**src/sv/jpdz_pkg.sv**
```systemverilog
// ----------------------------------------------------------------------------
// jpdz_pkg: shared types and constants for the joystick polar dead zone block
// Holds field widths, register codes, controller states, the command and
// status bundles between controller and datapath, and the arctangent table.
// ----------------------------------------------------------------------------
package jpdz_pkg;

    // field widths
    localparam int RAW_W   = 8;
    localparam int SIZE_W  = 15;
    localparam int ANGLE_W = 17;

    // configuration port
    localparam int CFG_IDX_W  = 1;
    localparam int CFG_DATA_W = 8;
    localparam logic [CFG_IDX_W-1:0] CFG_DIRECTION_MODE = 1'b0;
    localparam logic [CFG_IDX_W-1:0] CFG_DEAD_ZONE_HALF = 1'b1;

    // direction modes
    localparam logic [1:0] MODE_SNAP8 = 2'd0;
    localparam logic [1:0] MODE_SNAP4 = 2'd1;
    localparam logic [1:0] MODE_FREE  = 2'd2;

    // register reset values
    localparam logic [1:0]                MODE_RESET       = MODE_SNAP8;
    localparam logic [RAW_W-1:0]          DZ_HALF_RESET    = 8'd60;
    localparam logic signed [ANGLE_W-1:0] LAST_ANGLE_RESET = 17'sd16384;

    // cordic vector and angle accumulator widths
    localparam int CW = 28;
    localparam int ZW = 18;

    // square root: 48-bit radicand, one result bit per step
    localparam int SQ_W       = 48;
    localparam int SQRT_STEPS = 24;
    localparam int CNT_W      = 5;
    localparam logic [13:0] SQRT_SCALE = 14'd10000;

    // ceil(2^32 / 255), exact for roots below 2^24
    localparam logic [24:0] RECIP_255 = 25'd16843010;
    localparam logic [16:0] SIZE_MAX  = 17'd25600;

    typedef enum logic [2:0] {
        ST_IDLE,
        ST_SQUARE,
        ST_SCALE,
        ST_ITER,
        ST_DIV,
        ST_WRITE
    } t_state;

    typedef struct packed {
        logic load;
        logic square;
        logic scale;
        logic iter;
        logic div;
        logic write;
    } t_dp_cmd;

    typedef struct packed {
        logic dead;
        logic iter_last;
        logic out_free;
    } t_dp_sts;

    // atan(2^-i) in binary angle units, 32768 is pi
    function automatic logic [13:0] atan_unit(input logic [CNT_W-1:0] idx);
        logic [13:0] v;
        case (idx)
            5'd0:    v = 14'd8192;
            5'd1:    v = 14'd4836;
            5'd2:    v = 14'd2555;
            5'd3:    v = 14'd1297;
            5'd4:    v = 14'd651;
            5'd5:    v = 14'd326;
            5'd6:    v = 14'd163;
            5'd7:    v = 14'd81;
            5'd8:    v = 14'd41;
            5'd9:    v = 14'd20;
            5'd10:   v = 14'd10;
            5'd11:   v = 14'd5;
            5'd12:   v = 14'd3;
            5'd13:   v = 14'd1;
            5'd14:   v = 14'd1;
            default: v = 14'd0;
        endcase
        return v;
    endfunction

endpackage

```
**src/sv/jpdz_in_if.sv**
```systemverilog
// ----------------------------------------------------------------------------
// jpdz_in_if: input channel carrying one pair of raw axis readings
// Valid/ready handshake, a beat moves when both are high at a clock edge.
// ----------------------------------------------------------------------------
interface jpdz_in_if import jpdz_pkg::*; ();
    logic             valid;
    logic             ready;
    logic [RAW_W-1:0] horiz_raw;
    logic [RAW_W-1:0] vert_raw;

    modport source (output valid, output horiz_raw, output vert_raw, input ready);
    modport sink   (input valid, input horiz_raw, input vert_raw, output ready);
endinterface

```
**src/sv/jpdz_out_if.sv**
```systemverilog
// ----------------------------------------------------------------------------
// jpdz_out_if: output channel carrying magnitude, direction and dead zone flag
// Valid/ready handshake, a beat moves when both are high at a clock edge.
// ----------------------------------------------------------------------------
interface jpdz_out_if import jpdz_pkg::*; ();
    logic                      valid;
    logic                      ready;
    logic [SIZE_W-1:0]         size_percent;
    logic signed [ANGLE_W-1:0] angle;
    logic                      in_dead_zone;

    modport source (output valid, output size_percent, output angle,
                    output in_dead_zone, input ready);
    modport sink   (input valid, input size_percent, input angle,
                    input in_dead_zone, output ready);
endinterface

```
**src/sv/jpdz_ctrl.sv**
```systemverilog
// ----------------------------------------------------------------------------
// jpdz_ctrl: sequencer for the joystick polar dead zone block
// Steps one beat through load, squaring, scaling, the shared iteration
// phase, division and write-back, which waits for a free output register.
// ----------------------------------------------------------------------------
module jpdz_ctrl import jpdz_pkg::*; (
    input  logic    i_clk,
    input  logic    i_rst_n,
    input  logic    i_in_valid,
    output logic    o_in_ready,
    output t_dp_cmd o_cmd,
    input  t_dp_sts i_sts
);

    t_state r_state;
    t_state n_state;

    // state register
    always_ff @(posedge i_clk) begin
        if (!i_rst_n) begin
            r_state <= ST_IDLE;
        end else begin
            r_state <= n_state;
        end
    end

    // next state
    always_comb begin
        n_state = r_state;
        case (r_state)
            ST_IDLE: begin
                if (i_in_valid) n_state = ST_SQUARE;
            end
            ST_SQUARE: begin
                n_state = i_sts.dead ? ST_WRITE : ST_SCALE;
            end
            ST_SCALE: begin
                n_state = ST_ITER;
            end
            ST_ITER: begin
                if (i_sts.iter_last) n_state = ST_DIV;
            end
            ST_DIV: begin
                n_state = ST_WRITE;
            end
            ST_WRITE: begin
                if (i_sts.out_free) n_state = ST_IDLE;
            end
            default: begin
                n_state = ST_IDLE;
            end
        endcase
    end

    // commands to the datapath
    always_comb begin
        o_in_ready = 1'b0;
        o_cmd      = '0;
        case (r_state)
            ST_IDLE: begin
                o_in_ready = 1'b1;
                o_cmd.load = i_in_valid;
            end
            ST_SQUARE: begin
                o_cmd.square = 1'b1;
            end
            ST_SCALE: begin
                o_cmd.scale = 1'b1;
            end
            ST_ITER: begin
                o_cmd.iter = 1'b1;
            end
            ST_DIV: begin
                o_cmd.div = 1'b1;
            end
            ST_WRITE: begin
                o_cmd.write = i_sts.out_free;
            end
            default: begin
                o_in_ready = 1'b0;
            end
        endcase
    end

    // never two datapath operations in one cycle
    a_cmd_onehot: assert property (@(posedge i_clk) disable iff (!i_rst_n)
        $onehot0({o_cmd.load, o_cmd.square, o_cmd.scale, o_cmd.iter,
                  o_cmd.div, o_cmd.write}))
        else $error("more than one datapath command at once");

    // an accepted beat always moves on to squaring
    a_load_to_square: assert property (@(posedge i_clk) disable iff (!i_rst_n)
        o_cmd.load |=> r_state == ST_SQUARE)
        else $error("load not followed by squaring");

endmodule

```
**src/sv/jpdz_dp.sv**
```systemverilog
// ----------------------------------------------------------------------------
// jpdz_dp: datapath of the joystick polar dead zone block
// Centres the axes, tests the dead zone, runs a bit-per-cycle square root
// and an iterative cordic side by side, scales and snaps, and holds the
// configuration, the last angle and the output register.
// ----------------------------------------------------------------------------
module jpdz_dp import jpdz_pkg::*; #(
    parameter int CORDIC_STEPS = 16
) (
    input  logic                      i_clk,
    input  logic                      i_rst_n,
    input  t_dp_cmd                   i_cmd,
    output t_dp_sts                   o_sts,
    input  logic [RAW_W-1:0]          i_horiz_raw,
    input  logic [RAW_W-1:0]          i_vert_raw,
    input  logic                      i_cfg_we,
    input  logic [CFG_IDX_W-1:0]      i_cfg_idx,
    input  logic [CFG_DATA_W-1:0]     i_cfg_data,
    input  logic                      i_out_ready,
    output logic                      o_out_valid,
    output logic [SIZE_W-1:0]         o_size_percent,
    output logic signed [ANGLE_W-1:0] o_angle,
    output logic                      o_in_dead_zone
);

    // configuration and state
    logic [1:0]                r_mode;
    logic [RAW_W-1:0]          r_dz_half;
    logic signed [ANGLE_W-1:0] r_last_angle;

    // working registers
    logic signed [9:0]         r_cx;
    logic signed [9:0]         r_cy;
    logic                      r_dead;
    logic [15:0]               r_sq_x;
    logic [15:0]               r_sq_y;
    logic [SQ_W-1:0]           r_rem;
    logic [SQ_W-1:0]           r_root;
    logic [SQ_W-1:0]           r_bit;
    logic [CNT_W-1:0]          r_cnt;
    logic signed [CW-1:0]      r_x;
    logic signed [CW-1:0]      r_y;
    logic signed [ZW-1:0]      r_z;
    logic [16:0]               r_quot;
    logic signed [ANGLE_W-1:0] r_angle_new;

    // output register
    logic                      r_out_valid;
    logic [SIZE_W-1:0]         r_out_size;
    logic signed [ANGLE_W-1:0] r_out_angle;
    logic                      r_out_dead;

    // centring in doubled units and dead zone test
    logic signed [9:0] w_cx;
    logic signed [9:0] w_cy;
    logic [9:0]        w_ax;
    logic [9:0]        w_ay;
    logic              w_dead;

    assign w_cx   = $signed({1'b0, i_horiz_raw, 1'b0}) - 10'sd255;
    assign w_cy   = $signed({1'b0, i_vert_raw, 1'b0}) - 10'sd255;
    assign w_ax   = w_cx[9] ? 10'(-w_cx) : 10'(w_cx);
    assign w_ay   = w_cy[9] ? 10'(-w_cy) : 10'(w_cy);
    assign w_dead = (w_ax < {2'b00, r_dz_half}) && (w_ay < {2'b00, r_dz_half});

    // squares and cordic pre-rotation into the right half plane
    logic signed [19:0] w_sqx;
    logic signed [19:0] w_sqy;
    logic signed [9:0]  w_ncx;
    logic signed [9:0]  w_ncy;
    logic signed [9:0]  w_x0;
    logic signed [9:0]  w_y0;
    logic signed [ZW-1:0] w_z0;

    assign w_sqx = r_cx * r_cx;
    assign w_sqy = r_cy * r_cy;
    assign w_ncx = -r_cx;
    assign w_ncy = -r_cy;

    always_comb begin
        if (r_cx[9] && !r_cy[9]) begin
            w_x0 = r_cy;
            w_y0 = w_ncx;
            w_z0 = 18'sd16384;
        end else if (r_cx[9]) begin
            w_x0 = w_ncy;
            w_y0 = r_cx;
            w_z0 = -18'sd16384;
        end else begin
            w_x0 = r_cx;
            w_y0 = r_cy;
            w_z0 = '0;
        end
    end

    // radicand: (x^2 + y^2) * 10000 * 65536
    logic [16:0] w_sum;
    logic [30:0] w_scaled;

    assign w_sum    = {1'b0, r_sq_x} + {1'b0, r_sq_y};
    assign w_scaled = 31'(w_sum) * 31'(SQRT_SCALE);

    // one square root step
    logic [SQ_W-1:0] w_trial;
    assign w_trial = r_root + r_bit;

    // one cordic vectoring step
    logic signed [CW-1:0] w_dx;
    logic signed [CW-1:0] w_dy;
    logic signed [ZW-1:0] w_atan;
    logic                 w_cordic_en;

    assign w_dx        = r_y >>> r_cnt;
    assign w_dy        = r_x >>> r_cnt;
    assign w_atan      = $signed({{(ZW-14){1'b0}}, atan_unit(r_cnt)});
    assign w_cordic_en = int'(r_cnt) < CORDIC_STEPS;

    // divide the root by 255 through the reciprocal
    logic [48:0] w_prod;
    assign w_prod = 49'(r_root[23:0]) * 49'(RECIP_255);

    // clamp and snap the angle
    logic signed [ZW-1:0] w_zc;
    logic signed [ZW-1:0] w_t8;
    logic signed [ZW-1:0] w_t4;
    logic signed [ZW-1:0] w_snap;

    always_comb begin
        if (r_z > 18'sd32768) begin
            w_zc = 18'sd32768;
        end else if (r_z < -18'sd32768) begin
            w_zc = -18'sd32768;
        end else begin
            w_zc = r_z;
        end
        w_t8 = w_zc + 18'sd4095;
        w_t4 = w_zc + 18'sd8191;
        case (r_mode)
            MODE_SNAP8: w_snap = {w_t8[ZW-1:13], 13'b0};
            MODE_SNAP4: w_snap = {w_t4[ZW-1:14], 14'b0};
            default:    w_snap = w_zc;
        endcase
    end

    // saturated magnitude
    logic [SIZE_W-1:0] w_size;
    assign w_size = (r_quot > SIZE_MAX) ? SIZE_MAX[SIZE_W-1:0] : r_quot[SIZE_W-1:0];

    // configuration registers
    always_ff @(posedge i_clk) begin
        if (!i_rst_n) begin
            r_mode    <= MODE_RESET;
            r_dz_half <= DZ_HALF_RESET;
        end else if (i_cfg_we) begin
            case (i_cfg_idx)
                CFG_DIRECTION_MODE: r_mode    <= i_cfg_data[1:0];
                CFG_DEAD_ZONE_HALF: r_dz_half <= i_cfg_data;
                default:            r_mode    <= r_mode;
            endcase
        end
    end

    // working datapath registers
    always_ff @(posedge i_clk) begin
        if (i_cmd.load) begin
            r_cx   <= w_cx;
            r_cy   <= w_cy;
            r_dead <= w_dead;
        end
        if (i_cmd.square) begin
            r_sq_x <= w_sqx[15:0];
            r_sq_y <= w_sqy[15:0];
            r_x    <= {{2{w_x0[9]}}, w_x0, 16'b0};
            r_y    <= {{2{w_y0[9]}}, w_y0, 16'b0};
            r_z    <= w_z0;
        end
        if (i_cmd.scale) begin
            r_rem  <= {1'b0, w_scaled, 16'b0};
            r_root <= '0;
            r_bit  <= SQ_W'(1) << (SQ_W - 2);
            r_cnt  <= '0;
        end
        if (i_cmd.iter) begin
            if (r_rem >= w_trial) begin
                r_rem  <= r_rem - w_trial;
                r_root <= (r_root >> 1) + r_bit;
            end else begin
                r_root <= r_root >> 1;
            end
            r_bit <= r_bit >> 2;
            r_cnt <= r_cnt + 1'b1;
            if (w_cordic_en) begin
                if (!r_y[CW-1]) begin
                    r_x <= r_x + w_dx;
                    r_y <= r_y - w_dy;
                    r_z <= r_z + w_atan;
                end else begin
                    r_x <= r_x - w_dx;
                    r_y <= r_y + w_dy;
                    r_z <= r_z - w_atan;
                end
            end
        end
        if (i_cmd.div) begin
            r_quot      <= w_prod[48:32];
            r_angle_new <= w_snap[ANGLE_W-1:0];
        end
    end

    // last angle and output valid
    always_ff @(posedge i_clk) begin
        if (!i_rst_n) begin
            r_last_angle <= LAST_ANGLE_RESET;
            r_out_valid  <= 1'b0;
        end else begin
            if (i_cmd.write && !r_dead) begin
                r_last_angle <= r_angle_new;
            end
            if (i_cmd.write) begin
                r_out_valid <= 1'b1;
            end else if (i_out_ready) begin
                r_out_valid <= 1'b0;
            end
        end
    end

    // output payload
    always_ff @(posedge i_clk) begin
        if (i_cmd.write) begin
            r_out_size  <= r_dead ? '0 : w_size;
            r_out_angle <= r_dead ? r_last_angle : r_angle_new;
            r_out_dead  <= r_dead;
        end
    end

    // status back to the controller
    assign o_sts.dead      = r_dead;
    assign o_sts.iter_last = (r_cnt == CNT_W'(SQRT_STEPS - 1));
    assign o_sts.out_free  = !r_out_valid || i_out_ready;

    assign o_out_valid    = r_out_valid;
    assign o_size_percent = r_out_size;
    assign o_angle        = r_out_angle;
    assign o_in_dead_zone = r_out_dead;

    // a result is only written into a free output register
    a_write_free: assert property (@(posedge i_clk) disable iff (!i_rst_n)
        i_cmd.write |-> o_sts.out_free)
        else $error("output register overwritten");

    // magnitude never exceeds full scale
    a_size_sat: assert property (@(posedge i_clk) disable iff (!i_rst_n)
        r_out_valid |-> r_out_size <= SIZE_MAX[SIZE_W-1:0])
        else $error("magnitude above full scale");

    // dead zone results carry zero magnitude and the held angle
    a_dead_zero: assert property (@(posedge i_clk) disable iff (!i_rst_n)
        (i_cmd.write && r_dead) |=> (r_out_size == '0 && r_out_angle == r_last_angle))
        else $error("dead zone result not zero or angle not held");

endmodule

```
**src/sv/joystick_polar_dead_zone.sv**
```systemverilog
// ----------------------------------------------------------------------------
// joystick_polar_dead_zone: joystick axes to magnitude and direction
// Top level joining the sequencer and the datapath.
// ----------------------------------------------------------------------------
// Usage:
//   i_in carries one beat of raw horizontal and vertical readings; o_out
//   returns one beat per input with size_percent (percent times 256,
//   saturated at 25600), angle (32768 is pi) and in_dead_zone.
//   Registers are written through i_cfg_we / i_cfg_idx / i_cfg_data while
//   the block is idle: index 0 direction_mode, index 1 dead_zone_half.
// Sequencing:
//   one beat is in flight at a time. Outside the dead zone a beat passes
//   from acceptance to o_out.valid through load, squaring, scaling,
//   24 square root iterations (with the CORDIC_STEPS cordic steps run in
//   the same cycles), division and write-back. The 24-step square root,
//   not the cordic, sets the length of the iteration phase. A dead zone
//   beat goes from squaring straight to write-back. i_in.ready returns
//   in the cycle after the result is written.
// Reset (synchronous, active low) clears the sequencer and output valid,
//   sets direction_mode 0, dead_zone_half 60 and the held angle to 90 deg.
// When the receiver stalls, the finished result waits in the output
//   register; the next beat is still accepted and worked on, and holds
//   only at write-back until the output register frees.
// ----------------------------------------------------------------------------
module joystick_polar_dead_zone import jpdz_pkg::*; #(
    parameter int CORDIC_STEPS = 16
) (
    input  logic                  i_clk,
    input  logic                  i_rst_n,
    jpdz_in_if.sink               i_in,
    jpdz_out_if.source            o_out,
    input  logic                  i_cfg_we,
    input  logic [CFG_IDX_W-1:0]  i_cfg_idx,
    input  logic [CFG_DATA_W-1:0] i_cfg_data
);

    t_dp_cmd w_cmd;
    t_dp_sts w_sts;

    // sequencer
    jpdz_ctrl u_ctrl (
        .i_clk      (i_clk),
        .i_rst_n    (i_rst_n),
        .i_in_valid (i_in.valid),
        .o_in_ready (i_in.ready),
        .o_cmd      (w_cmd),
        .i_sts      (w_sts)
    );

    // datapath
    jpdz_dp #(
        .CORDIC_STEPS (CORDIC_STEPS)
    ) u_dp (
        .i_clk          (i_clk),
        .i_rst_n        (i_rst_n),
        .i_cmd          (w_cmd),
        .o_sts          (w_sts),
        .i_horiz_raw    (i_in.horiz_raw),
        .i_vert_raw     (i_in.vert_raw),
        .i_cfg_we       (i_cfg_we),
        .i_cfg_idx      (i_cfg_idx),
        .i_cfg_data     (i_cfg_data),
        .i_out_ready    (o_out.ready),
        .o_out_valid    (o_out.valid),
        .o_size_percent (o_out.size_percent),
        .o_angle        (o_out.angle),
        .o_in_dead_zone (o_out.in_dead_zone)
    );

endmodule
```
**src/flat_wrapper.sv**
```systemverilog
// flat-port wrapper written by rule: the top's interface ports become plain ports
module joystick_polar_dead_zone_flat import jpdz_pkg::*;
#(
    parameter int CORDIC_STEPS = 16
)
  (i_clk, i_rst_n, i_cfg_we, i_cfg_idx, i_cfg_data, i_in_valid, i_in_horiz_raw, i_in_vert_raw, i_in_ready, o_out_valid, o_out_size_percent, o_out_angle, o_out_in_dead_zone, o_out_ready);
  jpdz_in_if i_in_i ();
  jpdz_out_if o_out_i ();
  input  logic i_clk;
  input  logic i_rst_n;
  input  logic i_cfg_we;
  input  logic [CFG_IDX_W-1:0] i_cfg_idx;
  input  logic [CFG_DATA_W-1:0] i_cfg_data;
  input wire logic [$bits(i_in_i.valid)-1:0] i_in_valid;
  input wire logic [$bits(i_in_i.horiz_raw)-1:0] i_in_horiz_raw;
  input wire logic [$bits(i_in_i.vert_raw)-1:0] i_in_vert_raw;
  output wire logic [$bits(i_in_i.ready)-1:0] i_in_ready;
  output wire logic [$bits(o_out_i.valid)-1:0] o_out_valid;
  output wire logic [$bits(o_out_i.size_percent)-1:0] o_out_size_percent;
  output wire logic [$bits(o_out_i.angle)-1:0] o_out_angle;
  output wire logic [$bits(o_out_i.in_dead_zone)-1:0] o_out_in_dead_zone;
  input wire logic [$bits(o_out_i.ready)-1:0] o_out_ready;
  assign i_in_i.valid = i_in_valid;
  assign i_in_i.horiz_raw = i_in_horiz_raw;
  assign i_in_i.vert_raw = i_in_vert_raw;
  assign i_in_ready = i_in_i.ready;
  assign o_out_valid = o_out_i.valid;
  assign o_out_size_percent = o_out_i.size_percent;
  assign o_out_angle = o_out_i.angle;
  assign o_out_in_dead_zone = o_out_i.in_dead_zone;
  assign o_out_i.ready = o_out_ready;
  joystick_polar_dead_zone #(.CORDIC_STEPS(CORDIC_STEPS)) u_core (.i_clk(i_clk), .i_rst_n(i_rst_n), .i_in(i_in_i), .o_out(o_out_i), .i_cfg_we(i_cfg_we), .i_cfg_idx(i_cfg_idx), .i_cfg_data(i_cfg_data));
endmodule
```
**config.mk**
```make
export PLATFORM = sky130hd
export DESIGN_NAME = joystick_polar_dead_zone_flat
export DESIGN_NICKNAME = d
export VERILOG_FILES = /design/src/sv/jpdz_pkg.sv /design/src/sv/jpdz_in_if.sv /design/src/sv/jpdz_out_if.sv /design/src/sv/jpdz_ctrl.sv /design/src/sv/jpdz_dp.sv /design/src/sv/joystick_polar_dead_zone.sv /design/src/flat_wrapper.sv
export SDC_FILE = /design/constraint.sdc
export NUM_CORES = 2
export LEC_CHECK = 0
export BUFFER_PORTS_ARGS = -buffer_cell sky130_fd_sc_hd__buf_4
export CAP_MARGIN = 10
export CORE_MARGIN = 8
export CORE_UTILIZATION = 25
export CTS_CLUSTER_DIAMETER = 60
export DETAILED_ROUTE_END_ITERATION = 8
export PLACE_DENSITY = 0.4
export SYNTH_ARGS = -nofsm -noshare
export SYNTH_HDL_FRONTEND = slang
export SYNTH_HIERARCHICAL = 1
export SYNTH_SLANG_ARGS = --single-unit
```
**constraint.sdc**
```tcl
create_clock -name i_clk -period 5.9 [get_ports i_clk]
set_clock_uncertainty 0.1 [all_clocks]
set_input_delay 0.295 -clock i_clk [delete_from_list [all_inputs] [get_ports i_clk]]
set_output_delay 0.295 -clock i_clk [all_outputs]
set_load 0.01 [all_outputs]
```
# After elaboration in Yosys (flattened, before gate mapping)
# Memories as Yosys holds them, arrays and structs flattened. A register that Yosys moved wholly into a read port is not among the register bits.
# Index checks and enable logic that the tools add are counted.
dict set report totals {
  output_inout_bits 35
  rom_bits 224
  mem_count 1
  word_cells 134
  input_bits 30
  register_bits 350
}
# name depth width read_ports rd_ports_with_merged_regs write_ports line_no
set mem_list {}
lappend mem_list {{(name not given)} 16 14 1 1 0 jpdz_pkg.sv:70} ;# case (idx)
dict set report classes {
  n_shift 2
  n_reduce_logical 15
  addsub 19
  eq_ne 10
  n_mul 4
  muxes 51
  bitwise 1
  order_cmp 7
}
# cell count
set ops {}
lappend ops {{two-way mux 48 bit} 6}
lappend ops {{two-way mux 28 bit} 8}
lappend ops {{two-way mux 18 bit} 6}
lappend ops {{two-way mux 45 bit} 2}
lappend ops {{two-way mux 10 bit} 6}
lappend ops {{adder 28 bit} 2}
lappend ops {{>>> shifter 28 x 5 -> 28 bit} 2}
lappend ops {{subtractor 28 bit} 2}
lappend ops {{two-way mux 17 bit} 3}
lappend ops {{adder 47 x 47 -> 48 bit} 1}
lappend ops {{adder 48 x 47 -> 48 bit} 1}
lappend ops {{>= comparator 48 bit} 1}
lappend ops {{multiplier 24 x 24 -> 48 bit, second input constant} 1}
lappend ops {{subtractor 48 bit} 1}
lappend ops {{negator 10 bit} 4}
lappend ops {{one-hot mux 17 bit (2 select lines)} 1}
lappend ops {{multiplier 10 x 10 -> 16 bit} 2}
lappend ops {{multiplier 17 x 10 -> 27 bit, second input constant} 1}
lappend ops {{less-than comparator 10 x 8 -> 1 bit} 2}
lappend ops {{subtractor 9 x 8 -> 10 bit, second input constant} 2}
lappend ops {{adder 18 x 15 -> 18 bit} 1}
lappend ops {{greater-than comparator 18 x 17 -> 1 bit, second input constant} 1}
lappend ops {{less-than comparator 18 x 16 -> 1 bit, second input constant} 1}
lappend ops {{one-hot mux 3 bit (6 select lines)} 1}
lappend ops {{29 further kinds} 51}

# Longest topological paths before layout
dict set report logic_depth {
  word_depth 6
  depth_mapped 30
  ltp_nobuf 30
}

# Cells and area by module
# Netlist, hierarchy kept.
# mod instances cells_each seq_area_each_um2 area_each_um2
set by_module_without_submodules {}
lappend by_module_without_submodules {jpdz_dp 1 4418 8928.6 39302.7}
lappend by_module_without_submodules {jpdz_ctrl 1 26 60.1 232.7}

# Least setup slack after synthesis
# No wires, ideal clock.
dict set report synth_timing {
  path_kind {register to register}
  start {register u_core.u_dp.r_sq_x[2]}
  end {register u_core.u_dp.r_rem[46]}
  t_arrival_ps 6431
  n_path_buf 0
  t_required_ps 5742
  period_less_slack_ps 6589
  setup_ps 58
  path_stages_with_launch 29
  setup_slack_ps -689
  cell_sequence {edfxtp_1 > ha_1 > fa_1 > a21o_1 > a21oi_1 > o21bai_1 > a21oi_1 > o21bai_1 > a21oi_1 > nor2_1 > a211oi_1 > a211o_1 > xnor2_1 > fa_1 > ha_1 > inv_1 > fa_1 > inv_1 > ha_1 > ha_1 > ha_1 > and3_1 > and3_1 > nand3_1 > a31oi_1 > nand3_1 > and4b_1 > o32a_1 > nand2_1}
}
dict set report synth_via {
  elab_chain_cells 5
}
# element line_no
set synth_lines {}
lappend synth_lines {{start, declared} jpdz_dp.sv:35} ;# logic [15:0] r_sq_x;
lappend synth_lines {{start signal, assigned} jpdz_dp.sv:171} ;# r_sq_x <= w_sqx[15:0];
lappend synth_lines {{adder 16 x 16 -> 17 bit *} jpdz_dp.sv:100} ;# assign w_sum = {1'b0, r_sq_x} + {1'b0, r_sq_y};
lappend synth_lines {{multiplier 17 x 10 -> 27 bit *} jpdz_dp.sv:101} ;# assign w_scaled = 31'(w_sum) * 31'(SQRT_SCALE);
lappend synth_lines {{two-way mux 48 bit *} jpdz_dp.sv:177} ;# if (i_cmd.scale) begin
lappend synth_lines {{two-way mux 48 bit} jpdz_dp.sv:184} ;# if (r_rem >= w_trial) begin
lappend synth_lines {{two-way mux 48 bit *} jpdz_dp.sv:183} ;# if (i_cmd.iter) begin
lappend synth_lines {{end signal, assigned} jpdz_dp.sv:178} ;# r_rem <= {1'b0, w_scaled, 16'b0};
lappend synth_lines {{end signal, assigned} jpdz_dp.sv:185} ;# r_rem <= r_rem - w_trial;
lappend synth_lines {{end, declared} jpdz_dp.sv:37} ;# logic [SQ_W-1:0] r_rem;
# Every way passes the cells marked *; elsewhere a longest branch is shown, timed or not.
# A chain may end at the register's enable or synchronous reset.

# Worst setup path in the final report
dict set report layout_timing {
  start {register u_core.u_dp.r_sq_x[3]}
  end {register u_core.u_dp.r_rem[38]}
}
# Same word-level chain as after synthesis.

==> flow_summary.ini <==
[status]
outcome = finished, violations left
violations = negative setup slack

[placed_design]
dpl-instance-area_um2 = 45510
place_hpwl_um = 98130
io_buffers = 64
placement.setup.worst_slack_ns = -0.2919
globalplace.congestion = 0.8550

[setup_path]
critPathMaxFanout = 2
worst_path_largest_cell_delay_ns = 0.49
timing_worst_setup_path_type = flop to flop
worst_r2r_endpoint = u_core/u_dp/r_rem[38]
crit_family = adder cells
critical_path_depth = 26
reg2reg_slack_ns = -0.32
critPathLaunch = u_core/u_dp/r_sq_x[3]
cp_common_cell = ha_1
worst_ep_arrival_time_ns = 6.63
timing.critical_path.slowest_stage_cell = fa_1
worst_path_required_time_ns = 6.31
critical_path.endpoint = u_core/u_dp/r_rem[38]
critPathLaunchType = flop
timing.reg2reg.worst_path_depth = 26
critical_path_buf_inv_count = 4
cp-end-kind = flop
timing.rr.start = u_core/u_dp/r_sq_x[3]

[detailed_routing]
via_count = 33670
total_routed_wirelength_um = 124600
route.detailed.wl_per_inst_um = 17.78
ant_nets = 0
drt-vias-per-instance = 4.804
drtPass1Iterations = 6
drt_first_iter_violations = 1700
drc = 0

[global_routing]
total_grt_overflow = 0
maximum_number_of_pins_on_one_net_before_global_route_repair = 71
grt_antenna_before_repair = 1
via_count_of_the_first_global_routing_pass = 34230
groute.usage.overall_pct = 14.32
grt_pass1_wl_um = 195800

[synthesis]
syn_nets = 5180
ys_warn_count = 6
synthesis.area_um2 = 39540
seq_area_frac_synth_pct = 22.74
post_synth_main_area_contributors = ha_1 17%, edfxtp_1 14%, dfxtp_1 8.5%
synth_top_cell_area_share_pct = 17.15
synthFlopType = edfxtp_1
number_of_enable_type_register_cells_in_the_synthesized_netlist = 188
synth_largest_area_cell = ha_1
synth-seq-cells = 355
async_reset_ff_share_pct = 0
synthDistinctLibCells = 91
synth_area_per_cell_um2 = 8.896
synth_cells = 4444

[cells_and_area]
layout_commonest_cell = ha_1
final_cell_mix = 523 x ha_1, 495 x buf_4, 377 x inv_1
area.growth.synth_to_final_pct = 23.74
final_area_um2 = 48920
postLayoutCoreUtil_pct = 31.03
share_of_final_layout_standard_cells_stronger_than_drive_strength_1_pct = 18.18
design.final.nets = 5620

[timing]
worst_pin_slew_ns = 0.9569
final_cycle_share_pct = 105.3
hold_violations = 0
slew-limit-headroom_pct = 35.77
final-setup-viol-count = 7
timing.final.crit_period_ns = 6.215
timing.fmax_ghz = 0.1609
finalWorstSetupSlack_ns = -0.3153
rsz_0062_raised_after_global_routing = true
final-max-slew-violation-count = 0

[cts]
clock_insertion_delay_at_the_later_pin_of_the_skew_report_ns = 0.65
cts_made_buffers = 66
clkTransAtPathRegs_ns = 0.05
clock_tree.buffer_depth = 3
cts_root_buf = clkbuf_16
h-tree-depth = 3
clkSinkCount = 355
cts_tree = done

[die]
die_x_um = 413.7
top_level_ports = 65
floorplan.die.height_um = 413.7
die_area_um2 = 171100
fp-row-count = 146
floorplan.initialDensity_pct = 25.08
design.core.area_um2 = 157600

[hold_path]
hold_path.class = primary input to flop

[run]
timing.max_cap.violations = 0
what timing repair did:
item | 4_1_cts | 5_1_grt
pin swaps | 36 | 62
setup buffers | 9 | 29
resized for setup | 36 | 115
hold buffers | 32 | 0
setup endpoints to repair | 20 | 117
endpoints found under the hold margin | 33 | 0
worst min-delay path by stage:
stage | depth (start not counted) | slack (ns) | startpoint | end
finish | 4 | 0.13 | i_cfg_idx | u_core/u_dp/r_mode[0]
global route | 4 | 0.11 | i_cfg_idx | u_core/u_dp/r_mode[1]
CTS | 4 | 0.06 | i_cfg_idx | u_core/u_dp/r_mode[0]
detailed placement | 2 | 0.36 | u_core/u_dp/r_last_angle[5] | u_core/u_dp/r_last_angle[5]
global placement | 2 | 0.35 | u_core/u_dp/r_last_angle[11] | u_core/u_dp/r_last_angle[11]
floorplan | 0 | 0.29 | i_in_horiz_raw[0] | u_core/u_dp/r_cx[1]
per-layer routing:
metal,GRT usage [%],wire (um),vias up
li1,-,-,16770
met1,18.90,58570,16290
met2,24.37,58760,466
met3,2.064,3985,141
met4,3.923,3302,0
met5,0,0,-
through the flow:
step | cells | TNS [ns] | hold slack [ns]
2_1_floorplan | 4444 | -0.4671 | 0.2939
3_3_place_gp | 6818 | -2.555 | 0.3472
3_5_place_dp | 6819 | -3.002 | 0.3556
4_1_cts | 6979 | -1.526 | 0.06125
5_1_grt | 7007 | -4.463 | 0.1052
6_report | 7008 | -1.291 | 0.1318
final cells by class:
class                   count  area (um2)
diodes                      1       2.502
clock buffers              84        1832
clock inverters            35       350.3
fillers                 16630      108700
inverters                 389        1463
multi-input cells        3519       29230
flip-flops and latches    355        8990
well taps                2072        2592
repair buffers            553        4466
tightest hold or removal path, delay by kind of cell:
kind	cells	cell delay [ns]
buf+inv	1	0.13
mux	1	0.18
simple gates	2	0.21
Yosys cell counts, types with 79 or more instances:
master / number
a21o_1: 89
a21oi_1: 277
and2_1: 90
clkbuf_1: 140
dfxtp_1: 167
edfxtp_1: 188
fa_1: 164
ha_1: 542
inv_1: 387
mux2i_1: 82
nand2_1: 355
nand3_1: 100
nor2_1: 298
nor3_1: 79
o21ai_0: 264
xnor2_1: 217
xor2_1: 143
kinds of logic after synthesis:
| family | Yosys count | synth area share [%] |
|---|---|---|
| and+or+nand+nor | 1184 | 14.52 |
| buffers and inverters | 570 | 5.598 |
| muxes | 164 | 5.788 |
| DFF | 355 | 22.74 |
| AOI/OAI and AO/OA | 1104 | 17.87 |
| xor gates and xnor gates | 361 | 8.035 |
| adders and majority gates | 706 | 25.46 |
state kept, by name, summed over array words and instances, names as in the netlist, 14 cells and up, named ones only:
| name | count |
|---|---|
| u_core/u_dp/r_y | 28 |
| u_core/u_dp/o_angle | 17 |
| u_core/u_dp/o_size_percent | 15 |
| u_core/u_dp/r_bit | 24 |
| u_core/u_dp/r_last_angle | 17 |
| u_core/u_dp/r_sq_x | 14 |
| u_core/u_dp/r_angle_new | 17 |
| u_core/u_dp/r_z | 18 |
| u_core/u_dp/r_root | 48 |
| u_core/u_dp/r_sq_y | 14 |
| u_core/u_dp/r_quot | 17 |
| u_core/u_dp/r_x | 28 |
| u_core/u_dp/r_rem | 48 |
Power is not shown: default switching activity piles up to over one toggle a cycle in this logic, so the estimate is an artifact.
